===== src/assert_macros.svh =====
// ----------------------------------------------------------------------------
// assert_macros.svh
// Assertion macros shared by the RTL. Empty when SYNTHESIS is defined.
// ----------------------------------------------------------------------------
`ifndef ASSERT_MACROS_SVH
`define ASSERT_MACROS_SVH

`ifndef SYNTHESIS
// clocked property, disabled while reset is asserted
`define ASSERT_CLK(name, clk, rst_n, prop, msg) \
    name: assert property (@(posedge clk) disable iff (!rst_n) prop) else $error(msg);
// clocked property that also holds during reset
`define ASSERT_ALWAYS(name, clk, prop, msg) \
    name: assert property (@(posedge clk) prop) else $error(msg);
`else
`define ASSERT_CLK(name, clk, rst_n, prop, msg)
`define ASSERT_ALWAYS(name, clk, prop, msg)
`endif

`endif


===== src/bia_pkg.sv =====
// ----------------------------------------------------------------------------
// bia_pkg
// Types and constants of the bitmap identifier allocator.
// ----------------------------------------------------------------------------
package bia_pkg;

    localparam int ID_COUNT_DEF = 256;
    localparam int MAX_WORD_W   = 64;

    typedef enum logic {
        CMD_ALLOC = 1'b0,
        CMD_FREE  = 1'b1
    } t_cmd;

    typedef enum logic [1:0] {
        ST_OK      = 2'd0,
        ST_FULL    = 2'd1,
        ST_INVALID = 2'd2
    } t_status;

    typedef enum logic [1:0] {
        S_IDLE = 2'b01,
        S_RMW  = 2'b10
    } t_state;

    typedef struct packed {
        t_cmd       command;
        logic [7:0] release_id;
    } t_req;

    typedef struct packed {
        logic [7:0] granted_id;
        t_status    status;
        logic [8:0] in_use_count;
    } t_rsp;

endpackage


===== src/bia_mem.sv =====
// ----------------------------------------------------------------------------
// bia_mem
// Bitmap word memory, one synchronous read and one write port. Rows never
// written since reset read as all free through per-row valid bits.
// ----------------------------------------------------------------------------
module bia_mem #(
    parameter int ROWS   = 4,
    parameter int WORD_W = 64,
    parameter int ROW_AW = 2
) (
    input  logic              i_clk,
    input  logic              i_rst_n,
    input  logic              i_rd_en,
    input  logic [ROW_AW-1:0] i_rd_addr,
    output logic [WORD_W-1:0] o_rd_data,
    input  logic              i_wr_en,
    input  logic [ROW_AW-1:0] i_wr_addr,
    input  logic [WORD_W-1:0] i_wr_data
);
    logic [WORD_W-1:0] r_mem [ROWS];
    logic [ROWS-1:0]   r_row_valid;
    logic [WORD_W-1:0] r_rd_data;
    logic              r_rd_valid;

    always_ff @(posedge i_clk) begin
        if (i_wr_en) begin
            r_mem[i_wr_addr] <= i_wr_data;
        end
        if (i_rd_en) begin
            r_rd_data <= r_mem[i_rd_addr];
        end
    end

    always_ff @(posedge i_clk) begin
        if (!i_rst_n) begin
            r_row_valid <= '0;
            r_rd_valid  <= 1'b0;
        end else begin
            if (i_wr_en) begin
                r_row_valid[i_wr_addr] <= 1'b1;
            end
            if (i_rd_en) begin
                r_rd_valid <= r_row_valid[i_rd_addr];
            end
        end
    end

    assign o_rd_data = r_rd_valid ? r_rd_data : '0;

endmodule


===== src/bia_summary.sv =====
// ----------------------------------------------------------------------------
// bia_summary
// One full flag per bitmap row and the search for the lowest row that
// still has a free identifier.
// ----------------------------------------------------------------------------
module bia_summary #(
    parameter int ROWS   = 4,
    parameter int ROW_AW = 2
) (
    input  logic              i_clk,
    input  logic              i_rst_n,
    input  logic              i_upd_en,
    input  logic [ROW_AW-1:0] i_upd_row,
    input  logic              i_upd_full,
    output logic              o_any_free,
    output logic [ROW_AW-1:0] o_free_row
);
    logic [ROWS-1:0] r_full;

    always_ff @(posedge i_clk) begin
        if (!i_rst_n) begin
            r_full <= '0;
        end else if (i_upd_en) begin
            r_full[i_upd_row] <= i_upd_full;
        end
    end

    // lowest row whose full flag is clear
    always_comb begin
        o_free_row = '0;
        for (int i = ROWS - 1; i >= 0; i--) begin
            if (!r_full[i]) begin
                o_free_row = ROW_AW'(i);
            end
        end
    end

    assign o_any_free = ~&r_full;

endmodule


===== src/bitmap_id_allocator.sv =====
// ----------------------------------------------------------------------------
// bitmap_id_allocator
// First-fit identifier allocator over a bitmap of in-use marks kept in a
// word memory, with a row summary for the lowest free row and a use count.
//
//   channel   handshake          payload
//   request   i_start / o_busy   i_req  (command, release_id)
//   result    o_done strobe      o_rsp  (granted_id, status, in_use_count)
//
// A transaction reads the bitmap row at the accept edge; the edge that
// leaves S_RMW writes it back and registers the result, so o_done is high
// once the state is back in S_IDLE and a new request is taken then.
// o_busy stays high during the read-modify-write, so requests do not overlap.
// Synchronous active-low reset empties the bitmap at once; no clearing pass.
// Results cannot be stalled.
// ----------------------------------------------------------------------------
module bitmap_id_allocator #(
    parameter int ID_COUNT = bia_pkg::ID_COUNT_DEF
) (
    input  logic          i_clk,
    input  logic          i_rst_n,
    input  logic          i_start,
    input  bia_pkg::t_req i_req,
    output logic          o_busy,
    output logic          o_done,
    output bia_pkg::t_rsp o_rsp
);
    import bia_pkg::*;

`include "assert_macros.svh"

    localparam int ID_AW     = $clog2(ID_COUNT);
    localparam int WORD_W    = (ID_COUNT < MAX_WORD_W) ? (2 ** ID_AW) : MAX_WORD_W;
    localparam int WORD_AW   = $clog2(WORD_W);
    localparam int ROWS      = (ID_COUNT + WORD_W - 1) / WORD_W;
    localparam int ROW_AW    = (ROWS > 1) ? $clog2(ROWS) : 1;
    localparam int CNT_W     = $clog2(ID_COUNT + 1);
    localparam int LAST_BITS = ID_COUNT - (ROWS - 1) * WORD_W;
    localparam logic [WORD_W-1:0] LAST_MASK =
        WORD_W'(((WORD_W + 1)'(1) << LAST_BITS) - (WORD_W + 1)'(1));

    t_state             r_state;
    t_cmd               r_cmd;
    logic [ROW_AW-1:0]  r_row;
    logic [WORD_AW-1:0] r_bit;
    logic               r_bad;
    logic [CNT_W-1:0]   r_count;
    logic               r_done;
    t_rsp               r_rsp;

    t_cmd               n_cmd;
    logic [ROW_AW-1:0]  n_row;
    logic               n_bad;
    logic [CNT_W-1:0]   n_count;
    t_rsp               n_rsp;

    logic                  accept;
    logic                  any_free;
    logic [ROW_AW-1:0]     free_row;
    logic [ID_AW+7:0]      rel_wide;
    logic [ID_AW-1:0]      rel_id;
    logic [ID_AW+ROW_AW-1:0] rel_row_wide;
    logic [WORD_W-1:0]     rd_word;
    logic [WORD_W-1:0]     row_mask;
    logic [WORD_W-1:0]     free_bits;
    logic [WORD_AW-1:0]    alloc_bit;
    logic [WORD_AW-1:0]    sel_bit;
    logic [WORD_W-1:0]     bit_onehot;
    logic [WORD_W-1:0]     new_word;
    logic                  wr_en;
    logic [ID_AW-1:0]      grant_id;

    assign accept = i_start && (r_state == S_IDLE);
    assign o_busy = (r_state != S_IDLE);

    // release identifier split into row and bit
    assign rel_wide     = {ID_AW'(0), i_req.release_id};
    assign rel_id       = rel_wide[ID_AW-1:0];
    assign rel_row_wide = {ROW_AW'(0), rel_id};

    always_comb begin
        n_cmd = i_req.command;
        if (i_req.command == CMD_ALLOC) begin
            n_row = free_row;
            n_bad = !any_free;
        end else begin
            n_row = ROW_AW'(rel_row_wide >> WORD_AW);
            n_bad = (rel_wide >= (ID_AW + 8)'(ID_COUNT));
        end
    end

    bia_summary #(
        .ROWS   (ROWS),
        .ROW_AW (ROW_AW)
    ) u_summary (
        .i_clk      (i_clk),
        .i_rst_n    (i_rst_n),
        .i_upd_en   (wr_en),
        .i_upd_row  (r_row),
        .i_upd_full (&(new_word | ~row_mask)),
        .o_any_free (any_free),
        .o_free_row (free_row)
    );

    bia_mem #(
        .ROWS   (ROWS),
        .WORD_W (WORD_W),
        .ROW_AW (ROW_AW)
    ) u_mem (
        .i_clk     (i_clk),
        .i_rst_n   (i_rst_n),
        .i_rd_en   (accept),
        .i_rd_addr (n_row),
        .o_rd_data (rd_word),
        .i_wr_en   (wr_en),
        .i_wr_addr (r_row),
        .i_wr_data (new_word)
    );

    // pad bits past the last identifier count as used
    assign row_mask  = (r_row == ROW_AW'(ROWS - 1)) ? LAST_MASK : '1;
    assign free_bits = ~rd_word & row_mask;

    always_comb begin
        alloc_bit = '0;
        for (int i = WORD_W - 1; i >= 0; i--) begin
            if (free_bits[i]) begin
                alloc_bit = WORD_AW'(i);
            end
        end
    end

    assign sel_bit    = (r_cmd == CMD_ALLOC) ? alloc_bit : r_bit;
    assign bit_onehot = WORD_W'(1) << sel_bit;
    assign grant_id   = ID_AW'({r_row, alloc_bit});

    always_comb begin
        wr_en    = 1'b0;
        new_word = rd_word;
        n_count  = r_count;
        n_rsp    = '{granted_id: 8'd0, status: ST_OK, in_use_count: 9'd0};
        if (r_cmd == CMD_ALLOC) begin
            if (r_bad) begin
                n_rsp.status = ST_FULL;
            end else begin
                wr_en            = 1'b1;
                new_word         = rd_word | bit_onehot;
                n_count          = r_count + CNT_W'(1);
                n_rsp.granted_id = 8'(grant_id);
            end
        end else begin
            if (r_bad || !rd_word[r_bit]) begin
                n_rsp.status = ST_INVALID;
            end else begin
                wr_en    = 1'b1;
                new_word = rd_word & ~bit_onehot;
                n_count  = r_count - CNT_W'(1);
            end
        end
        n_rsp.in_use_count = 9'(n_count);
        wr_en = wr_en && (r_state == S_RMW);
    end

    always_ff @(posedge i_clk) begin
        if (!i_rst_n) begin
            r_state <= S_IDLE;
            r_count <= '0;
            r_done  <= 1'b0;
        end else begin
            r_done <= 1'b0;
            case (r_state)
                S_IDLE: begin
                    if (accept) begin
                        r_state <= S_RMW;
                    end
                end
                S_RMW: begin
                    r_state <= S_IDLE;
                    r_count <= n_count;
                    r_done  <= 1'b1;
                end
                default: begin
                    r_state <= S_IDLE;
                end
            endcase
        end
    end

    always_ff @(posedge i_clk) begin
        if (accept) begin
            r_cmd <= n_cmd;
            r_row <= n_row;
            r_bit <= rel_id[WORD_AW-1:0];
            r_bad <= n_bad;
        end
        if (r_state == S_RMW) begin
            r_rsp <= n_rsp;
        end
    end

    assign o_done = r_done;
    assign o_rsp  = r_rsp;

    `ASSERT_CLK(a_rmw_then_done, i_clk, i_rst_n, (r_state == S_RMW) |=> r_done, "read-modify-write not followed by result")
    `ASSERT_CLK(a_count_bound, i_clk, i_rst_n, r_count <= CNT_W'(ID_COUNT), "count above limit")
    `ASSERT_CLK(a_grant_counts, i_clk, i_rst_n, (r_done && r_cmd == CMD_ALLOC && r_rsp.status == ST_OK) |-> (r_count == $past(r_count) + CNT_W'(1)), "grant without count increment")
    `ASSERT_CLK(a_full_no_change, i_clk, i_rst_n, (r_done && r_rsp.status != ST_OK) |-> (r_count == $past(r_count)), "failed transaction changed count")

endmodule

===== config.mk =====
export PLATFORM = sky130hd
export DESIGN_NAME = bitmap_id_allocator
export DESIGN_NICKNAME = d
export VERILOG_FILES = /design/src/bia_pkg.sv /design/src/bia_mem.sv /design/src/bia_summary.sv /design/src/bitmap_id_allocator.sv
export VERILOG_INCLUDE_DIRS = /design/src /design/src/src
export SDC_FILE = /design/constraint.sdc
export NUM_CORES = 1
export LEC_CHECK = 0
export BUFFER_PORTS_ARGS = -buffer_cell sky130_fd_sc_hd__buf_2
export CAP_MARGIN = 10
export CORE_MARGIN = 5
export CORE_UTILIZATION = 65
export DETAILED_ROUTE_END_ITERATION = 8
export GPL_TIMING_DRIVEN = 0
export MAX_ROUTING_LAYER = met4
export PLACE_DENSITY = 0.83
export SLEW_MARGIN = 20
export SYNTH_ARGS = -nofsm -noshare
export SYNTH_HDL_FRONTEND = slang
export SYNTH_SLANG_ARGS = --single-unit

===== constraint.sdc =====
create_clock -name i_clk -period 17.5 [get_ports i_clk]
set_input_delay 2.625 -clock i_clk [delete_from_list [all_inputs] [get_ports i_clk]]
set_output_delay 2.625 -clock i_clk [all_outputs]
set_load 0.01 [all_outputs]

== Yosys cells after proc, flatten, opt, wreduce, memory -nomap -nowiden ==
Memories as Yosys holds them, arrays and structs flattened. A register that Yosys moved wholly into a read port is not among the register bits.
Index checks and enable logic that the tools add are counted.

* Register bits after elaboration: 50
* Bits in latches: 0
* Bits in writable memories: 256
* Bits in read-only memories: 0
* Output and inout bits: 21
* Word-level logic and storage cells: 133
* Memories: 1

{| class="wikitable"
|+ Memory list
! name !! words !! width !! read ports !! clocked after memory_dff !! write ports !! RTL line !! source
|-
| u_mem.r_mem || 4 || 64 || 1 || 1 || 1 || bia_mem.sv:20 || <nowiki>logic [WORD_W-1:0] r_mem [ROWS];</nowiki>
|}

* $add $sub $neg: 2
* Multiply operators: 0
* Div/mod/pow operators: 0
* Order comparisons: 5
* Eq/ne operators: 3
* Shift operators: 1
* Multiplexer cells: 94
* Bitwise logic cells: 5
* Reduce and logical (&&, ||, !) cells: 9

{| class="wikitable"
|+ Operators with widths
! operator !! number
|-
| $mux 6 || 65
|-
| $mux 64 || 4
|-
| $not 64->64 || 2
|-
| $and 64x64->64 || 1
|-
| $or 64x64->64 || 1
|-
| $reduce_and 64->1 || 1
|-
| $shl 1x6->64 const A || 1
|-
| $mux 9 || 3
|-
| $mux 2 || 7
|-
| $mux 1 || 11
|-
| $add 9x1->9 const B || 1
|-
| $ge 8x9->1 const B || 1
|-
| $sub 9x1->9 const B || 1
|-
| $lt 6x7->1 const B || 1
|-
| $bmux 1 s6 || 1
|-
| $lt 2x3->1 const B || 2
|-
| $bwmux 4 || 1
|-
| $or 4x4->4 || 1
|-
| $reduce_and 4->1 || 1
|-
| $logic_and 1x1->1 || 3
|-
| $bmux 1 s2 || 1
|-
| $demux 1 s2 || 1
|-
| $eq 2x1->1 const B || 1
|-
| $eq 2x2->1 const B || 1
|-
| other kinds (6) || 6
|}

== Depth between registers and ports, before layout ==
Gate-level depths: netlist of the first run.

* Word-level depth: 74
* Gate-level depth with buffers: 16
* Gate-level depth less buffers: 12

== Hierarchy ==
From an unflattened synthesis of the first run, not the netlist that was laid out.

* Cell total of the unflattened synthesis: 1,136
* Area total of the unflattened synthesis: 16,844.9 um2

{| class="wikitable"
|+ By module, submodules not included
! module !! times used !! cells each !! area each (um2) !! seq. area each (um2)
|-
| bia_mem || 1 || 488 || 11,791.3 || 9,709.3
|-
| bitmap_id_allocator || 1 || 626 || 4,853.4 || 1,111.1
|-
| bia_summary || 1 || 22 || 200.2 || 80.1
|}

== Worst setup path before layout of the first run ==
OpenSTA, ideal clock, no wires.

* Kind: reg2reg
* Start point: register r_bit[0]
* End point: register u_summary.r_full[0]
* Arrival: 6.887 ns
* Setup slack: 10.276 ns
* Cell stages (with the launch flop): 11
* Buffers on the path: 2
* Cells stage by stage: edfxtp_1 > buf_2 > mux4_2 > nand2_1 > and3_1 > o32a_1 > nand2_1 > clkbuf_1 > o21ai_0 > nor3_1 > mux2i_1

* Longest elaborated chain between the ends: 8
* Elaborated cells between the ends (all ways): 17
* Those cells by class: shift (1); mux (9); bitwise (3); reduce/logical (4)

{| class="wikitable"
|+ Ends and longest elaborated chain
! element !! RTL line !! source
|-
| start, declared || bitmap_id_allocator.sv:45 || <nowiki>logic [WORD_AW-1:0] r_bit;</nowiki>
|-
| start signal, assigned || bitmap_id_allocator.sv:193 || <nowiki>r_bit <= rel_id[WORD_AW-1:0];</nowiki>
|-
| $bmux 1 s6 or $mux 6 (tied branches) || bitmap_id_allocator.sv:152, bitmap_id_allocator.sv:133 ||
|-
| $mux 1 (not written as such) or $shl 1x6->64 (tied branches) || bitmap_id_allocator.sv:152, bitmap_id_allocator.sv:134 ||
|-
| $logic_not 1->1 or $not 64->64 (tied branches) || bitmap_id_allocator.sv:152, bitmap_id_allocator.sv:156 ||
|-
| $logic_or 1x1->1 or $and 64x64->64 (tied branches) || bitmap_id_allocator.sv:152, bitmap_id_allocator.sv:156 ||
|-
| $mux 64 || bitmap_id_allocator.sv:152 || <nowiki>if (r_bad || !rd_word[r_bit]) begin</nowiki>
|-
| $mux 64 || bitmap_id_allocator.sv:142 || <nowiki>if (r_cmd == CMD_ALLOC) begin</nowiki>
|-
| $reduce_and 64->1 || bitmap_id_allocator.sv:100 || <nowiki>.i_upd_full (&(new_word | ~row_mask)),</nowiki>
|-
| $bwmux 4 || bia_summary.sv:24 || <nowiki>r_full[i_upd_row] <= i_upd_full;</nowiki>
|-
| end signal, assigned by index || bia_summary.sv:24 ||
|-
| end, declared || bia_summary.sv:18 || <nowiki>logic [ROWS-1:0] r_full;</nowiki>
|}

Several ways; a longest one is shown, not always the timed one. The select of a mux whose other input is x is not followed.
A chain may end at the register's enable or synchronous reset.

== Final worst setup path of the first run ==
* Start point: register u_mem.r_rd_data[29] (read register of u_mem.r_mem)
* End point: register u_summary.r_full[1]

* Longest elaborated chain between the ends: 40
* Elaborated cells between the ends (all ways): 49
* Those cells by class: shift (1); mux (40); bitwise (4); reduce/logical (4)

{| class="wikitable"
|+ Ends and longest elaborated chain
! element !! RTL line !! source
|-
| start, declared || bia_mem.sv:22 || <nowiki>logic [WORD_W-1:0] r_rd_data;</nowiki>
|-
| $mux 64 (*) || bia_mem.sv:48 || <nowiki>assign o_rd_data = r_rd_valid ? r_rd_data : '0;</nowiki>
|-
| $not 64->64 || bitmap_id_allocator.sv:122 || <nowiki>assign free_bits = ~rd_word & row_mask;</nowiki>
|-
| $mux 6 (30 in a row) || bitmap_id_allocator.sv:127 || <nowiki>if (free_bits[i]) begin</nowiki>
|-
| $mux 6 || bitmap_id_allocator.sv:133 || <nowiki>assign sel_bit = (r_cmd == CMD_ALLOC) ? alloc_bit : r_bit;</nowiki>
|-
| $shl 1x6->64 || bitmap_id_allocator.sv:134 || <nowiki>assign bit_onehot = WORD_W'(1) << sel_bit;</nowiki>
|-
| $not 64->64 || bitmap_id_allocator.sv:156 || <nowiki>new_word = rd_word & ~bit_onehot;</nowiki>
|-
| $and 64x64->64 || bitmap_id_allocator.sv:156 ||
|-
| $mux 64 || bitmap_id_allocator.sv:152 ||
|-
| $mux 64 || bitmap_id_allocator.sv:142 ||
|-
| $reduce_and 64->1 || bitmap_id_allocator.sv:100 ||
|-
| $bwmux 4 || bia_summary.sv:24 ||
|}

Mark *: on every way between the ends. The rest lies on a longest branch, timed or not. The select of a mux whose other input is x is not followed.

==> impl_metrics.tcl, run 1 <==
set metrics [dict create \
    multi_input_area_um2 6097 \
    synth_edf_count 349 \
    maxSlewHeadroom_pct 22.97 \
    maxSlewViolCount 0 \
    layout_min_cycle_time_ps 5178 \
    start_util_pct 65.38 \
    cts-htree-levels 2 \
    numPortBuffers 32 \
    rsz0062_at_grt "false" \
    worst_hold_path_type "register to register" \
    dieWidth_um 174.0 \
    antenna_found_initial 1 \
    hold_violations 0 \
    netlist_top_cells_area "edfxtp_1 (60%), nand2_1 (8.3%), a31oi_1 (3.1%)" \
    layout_setup_ws_ps 12320 \
    whs_path_depth 1 \
    final_cells 2008 \
    cts_setup_buffers 0 \
    grt_max_degree 47 \
    first_global_vias 13780 \
    power_mw 1.942 \
    synth_nets 1564 \
    outcome "finished clean" \
    leakagePower_nw 6.939 \
    finalSetupViolations 0 \
    worst_slew_pin_slew_ps 1155 \
    worst-path-max-fanout 8 \
    ys_seq_elements 370 \
    synthFlopType "edfxtp_1" \
    crit_type "register to register" \
    seqCellArea_um2 10900 \
    ys_types 85 \
    wl_per_cell_um 29.55 \
    whs_ps 471.8 \
    grt_usage_pct 39.54 \
    coreArea_um2 26730 \
    grtUsageMet2_pct 58.83 \
    dp_slack_ps 12060 \
    ant_nets 0 \
    rows 60 \
    cts_tree "yes" \
    cap_violations 0 \
    postSynthAreaPerCell_um2 11.27 \
    firstDrtPassIters 8 \
    final_util_pct 73.25 \
    cp-start-kind "register" \
    cts_resized 0 \
    synth_top_cell_by_area "edfxtp_1" \
    wl_um 59340 \
    drive_gt1_share_pct 10.56 \
    synthToLayoutAreaGrowth_pct 12.04 \
    num-fill-cells 1744 \
    grt.busiest_layer "met2" \
    ys_async_sr_fraction_pct 0 \
    drc_errors 0 \
    yosysWarningCount 0 \
    root_buffer "clkbuf_16" \
    dpl_cell_area_um2 18390 \
    routed-via-count 14270 \
    cts_sinks 370 \
    fin_crit_sh_pct 29.59 \
    yosysMostFrequentCell "nand2_1" \
    grt_pass1_wl_um 86410 \
    use_met3_pct 9.809 \
    postLayoutCellArea_um2 19580 \
    met1_usage_pct 52.51 \
    viasPerCell 7.107 \
    die_h_um 174.0 \
    numCtsBuffers 37 \
    clock_latency_ps 550 \
    setup.worst_path.end_class "register" \
    cp_data_arrival_time_ps 5630 \
    yosys-top-cells-count "nand2_1 (388), edfxtp_1 (349), a31oi_1 (86), and3_1 (82), clkbuf_1 (69)" \
    synth-seq-area-share_pct 62.38 \
    required_ps 17950 \
    cts_hold_buf 0 \
    netlist_area_um2 17470 \
    fmax_ghz 0.1931 \
    gr-total-overflow 0 \
    clock_skew_ps 27.31 \
    p_per_area_nw_per_um2 99.22 \
    die_area_um2 30260 \
    dp.cells 1941 \
    fin_tns_setup_ps 0 \
    postSynthCellCount 1550 \
    synth_top_area_share_pct 59.98 \
    gp_congestion 1.029 \
    ir_worst_vdd_uv 121.6 \
    clockBufferDepth 3 \
    clk_pin_slew_ps 60 \
    final_nets 1653 \
    r2r_cells 11 \
    drt_iter0_markers 2293 \
    io_pins 33 \
    dp_hpwl_um 40700 \
]
critical path, stage by stage (launching register included):
cell and delay, ps:
edfxtp_1 630, nand4_1 320, nor4_2 480, nand3_1 220
o31ai_2 680, nand2_2 230, nor3_2 580, nand2_1 140
a2111oi_1 880, nand4b_1 180, or4_4 540, o21ai_1 190
layout by cell type, fill, tap and decap left out, types with 10 or more instances in the layout:
cell type / n
a21o_1: 10
nand2_1: 388
a31oi_1: 86
inv_1: 36
buf_2: 45
edfxtp_1: 349
a21oi_1: 18
dfxtp_1: 21
nor2_1: 54
and3_1: 81
and2_1: 11
nor3_1: 18
a22oi_1: 12
clkbuf_16: 38
o211ai_1: 17
nand4_1: 19
o22ai_1: 18
a32o_1: 12
o21ai_0: 32
nand3_1: 51
clkbuf_1: 80
mux2i_1: 35
registers in the layout, indices dropped and copies added, names as in the netlist:
signal / flops
r_cmd: 1
o_rsp: 19
r_state: 2
r_count: 9
u_mem.r_mem: 256
u_mem.r_rd_valid: 1
u_summary.r_full: 4
u_mem.r_row_valid: 4
r_bad: 1
u_mem.r_rd_data: 64
r_bit: 6
o_done: 1
r_row: 2
report_power, final:
part           switching, mW  internal [mW]
Sequential            0.0289          0.982
Combinational          0.105         0.0431
Clock                  0.336          0.447
area by class of cell:
| type | count | share of cell area [%] |
|---|---|---|
| Clock buffer | 49 | 5.068 |
| Tap cell | 341 | 2.179 |
| Antenna cell | 1 | 0.01278 |
| Timing Repair Buffer | 50 | 2.211 |
| Clock inverter | 17 | 0.9587 |
| Sequential cell | 370 | 55.68 |
| Inverter | 38 | 0.7414 |
| Buffer | 91 | 2.001 |
| Multi-Input combinational cell | 1051 | 31.15 |
kinds of logic after synthesis:
logic type	share of synthesized area, %
fa+ha+maj	0.1432
simple gates	19.04
mux	2.392
compound gates	12.43
xor+xnor	0.5514
flops	62.38
buf+inv	3.058
metal layers:
metal  part of all wire (%)  wire length [um]
met2                     45             26560
met3                     13              7966
met5                      0                 0
met1                     36             21520
met4                    5.5              3291
worst paths after layout:
path	start	endpoint	slack, ps
hold / removal	u_mem.r_row_valid[3]	u_mem.r_row_valid[3]	470
hold reg to reg	u_mem.r_row_valid[3]	u_mem.r_row_valid[3]	470
setup / recovery	u_mem.r_rd_data[29]	u_summary.r_full[1]	12320
setup reg to reg	u_mem.r_rd_data[29]	u_summary.r_full[1]	12320
Power figures use the tool's default switching activity.
==> inputs of run 2 (changes only) <==
--- a/config.mk
+++ b/config.mk
@@ -6,14 +6,15 @@
 export SDC_FILE = /design/constraint.sdc
 export NUM_CORES = 1
 export LEC_CHECK = 0
+export ABC_AREA = 1
 export BUFFER_PORTS_ARGS = -buffer_cell sky130_fd_sc_hd__buf_2
 export CAP_MARGIN = 10
 export CORE_MARGIN = 5
-export CORE_UTILIZATION = 65
+export CORE_UTILIZATION = 63
 export DETAILED_ROUTE_END_ITERATION = 8
 export GPL_TIMING_DRIVEN = 0
 export MAX_ROUTING_LAYER = met4
-export PLACE_DENSITY = 0.83
+export PLACE_DENSITY = 0.81
 export SLEW_MARGIN = 20
 export SYNTH_ARGS = -nofsm -noshare
 export SYNTH_HDL_FRONTEND = slang
==> constraint.sdc (replaced) <==
create_clock -name i_clk -period 5.1 [get_ports i_clk]
set_input_delay 0.765 -clock i_clk [delete_from_list [all_inputs] [get_ports i_clk]]
set_output_delay 0.765 -clock i_clk [all_outputs]
set_load 0.01 [all_outputs]
==> impl_metrics.tcl, run 2 <==
set metrics [dict create \
    drc_errors 0 \
    hold_violations 0 \
    postSynthCellCount 1696 \
    synth_top_area_share_pct 61.55 \
    whs_path_depth 1 \
    yosysWarningCount 0 \
    largest_register_ffs 256 \
    firstDrtPassIters 9 \
    drive_gt1_share_pct 20.57 \
    finalSetupViolations 357 \
    yosys-top-cells-count "edfxtp_1 (349), nand2_1 (321), nor2_1 (212), o21ai_0 (185), inv_1 (125)" \
    ys_async_sr_fraction_pct 0 \
    die_area_um2 30420 \
    final_cell_mix "edfxtp_1 (349), nand2_1 (229), nor2_1 (197), o21ai_0 (181), inv_1 (123)" \
    clock_latency_ps 530 \
    grt_max_degree 40 \
    num_antenna_cells 0 \
    final_nets 1889 \
    synth_edf_count 349 \
    rows 60 \
    setup.worst_path.end_class "register" \
    die_h_um 174.4 \
    cp_slowest_stage_delay_ps 400 \
    cp-start-kind "register" \
    worst_slew_pin_slew_ps 1151 \
    fin_crit_sh_pct 122.7 \
    clock_skew_ps 15.23 \
    dp_slack_ps -1688 \
    violations "negative setup slack" \
    synth_nets 1710 \
    power_mw 6.708 \
    outcome "complete, but fails checks" \
    crit_type "register to register" \
    slowest_stage "o311ai_1" \
    required_ps 5550 \
    maxSlewViolCount 0 \
    r2r_cells 46 \
    cts_tree "yes" \
    yosysMostFrequentCell "edfxtp_1" \
    critPathBufInv 3 \
    cts-htree-levels 2 \
    synth-seq-area-share_pct 64.02 \
    maxSlewHeadroom_pct 23.24 \
    r2r_slack_ps -1160 \
    root_buffer "clkbuf_16" \
    synthFlopType "edfxtp_1" \
    viasPerCell 6.656 \
    rsz0062_at_grt "true" \
    coreArea_um2 26800 \
    fmax_ghz 0.1597 \
    crit_top_cell "nand3_1" \
    clockBufferDepth 3 \
    largest-register "u_mem.r_mem" \
    numCtsBuffers 36 \
    numPortBuffers 31 \
    wl_um 58030 \
    postLayoutCellArea_um2 20790 \
    ys_types 38 \
    synthToLayoutAreaGrowth_pct 22.12 \
    grt_usage_pct 38.94 \
    wl_per_cell_um 25.88 \
    clk_pin_slew_ps 60 \
    gp_congestion 1.041 \
    dieWidth_um 174.4 \
    crit_family "simple AND/OR/NAND/NOR gates" \
    p_per_area_nw_per_um2 322.6 \
    layout_min_cycle_time_ps 6260 \
    cts_sinks 370 \
    num-fill-cells 1694 \
    dp_hpwl_um 37890 \
    dpl_cell_area_um2 18020 \
    leakagePower_nw 7.627 \
    netlist_area_um2 17030 \
    ir_worst_vdd_uv 357.9 \
    routed-via-count 14920 \
    drt_iter0_markers 2389 \
    whs_ps 422.3 \
    layout_setup_ws_ps -1160 \
    grt_pass1_wl_um 86970 \
    first_global_vias 14600 \
    cp.depth 46 \
    ant_nets 0 \
    synth_top_cell_by_area "edfxtp_1" \
    cap_violations 0 \
    netlist_top_cells_area "edfxtp_1 (62%), nand2_1 (7.1%), o21ai_0 (5.4%)" \
    postSynthAreaPerCell_um2 10.04 \
    io_pins 33 \
    start_util_pct 63.53 \
    layout_commonest_cell "edfxtp_1" \
    cp_data_arrival_time_ps 6710 \
    ys_seq_elements 370 \
    worst-path-max-fanout 10 \
    final_util_pct 77.59 \
    gr-total-overflow 0 \
    antenna_found_initial 0 \
    worst_hold_path_type "input port to register" \
]
-- run 2: changes by cell type in the layout (fill, tap and decap cells not counted), moves of 35 or more --
| cell | delta |
|---|---|
| a31oi_1 | -85 |
| and3_1 | -81 |
| buf_6 | +54 |
| inv_1 | +87 |
| mux2i_1 | -35 |
| nand2_1 | -159 |
| nand2_2 | +81 |
| nand3_1 | +45 |
| nand4_1 | +52 |
| nor2_1 | +143 |
| o21ai_0 | +149 |
| o22ai_1 | +50 |
-- run 2: cell type report --
| cell class | instances | area (um^2) | share of cell area [%] |
|---|---|---|---|
| Multi-Input combinational cell | 1100 | 6040 | 29.04 |
| Inverter | 129 | 486.7 | 2.341 |
| Sequential cell | 370 | 10900 | 52.42 |
| Tap cell | 341 | 426.7 | 2.052 |
| Timing Repair Buffer | 141 | 1431 | 6.883 |
| Clock buffer | 48 | 987.2 | 4.747 |
| Clock inverter | 16 | 128.9 | 0.6197 |
| Buffer | 97 | 394.1 | 1.895 |
-- run 2: per-stage QoR --
step,setup TNS (ps),instances
finish,-103270,2242
global route,-237990,2242
CTS,-54110,2215
detailed placement,-448390,2091
global placement,-1441250,2068
floorplan,-206330,1696
-- run 2: worst paths after layout --
path	end	start
setup / recovery	u_summary.r_full[0]	u_mem.r_rd_valid
setup reg to reg	u_summary.r_full[0]	u_mem.r_rd_valid
hold reg to reg	u_mem.r_row_valid[2]	u_mem.r_row_valid[2]
hold / removal	r_bit[5]	i_req[5]
-- run 2: logic make-up after synthesis --
family / after synthesis / share of synthesized area, %
buffers and inverters: 226 / 5.041
AND/OR/NAND/NOR: 772 / 19.99
AO/OA/AOI/OAI: 318 / 10.40
flip-flops: 370 / 64.02
adder cells (fa/ha/maj): 2 / 0.1469
XOR/XNOR: 8 / 0.4115
-- run 2: repair_timing --
item / 4_1_cts / 5_1_grt
pin swaps: 91 / 81
setup endpoints to repair: 537 / 369
endpoints found under the hold margin: 0 / 0
hold buffers: 0 / 0
resized for setup: 185 / 85
setup buffers: 60 / 30
-- run 2: power by group --
group / leakage (nW) / total (mW) / switching (mW) / internal (mW)
Clock: 0.547 / 2.54 / 1.08 / 1.46
Combinational: 3.66 / 0.719 / 0.523 / 0.196
Sequential: 3.42 / 3.45 / 0.0520 / 3.40
-- run 2: metal layers --
layer | track usage [%] | up-vias | wire [um]
met5 | - | - | 0
met4 | 17.02 | 0 | 3144
met3 | 7.090 | 244 | 7039
met2 | 59.58 | 1214 | 26600
met1 | 51.74 | 7097 | 21250
li1 | - | 6367 | -
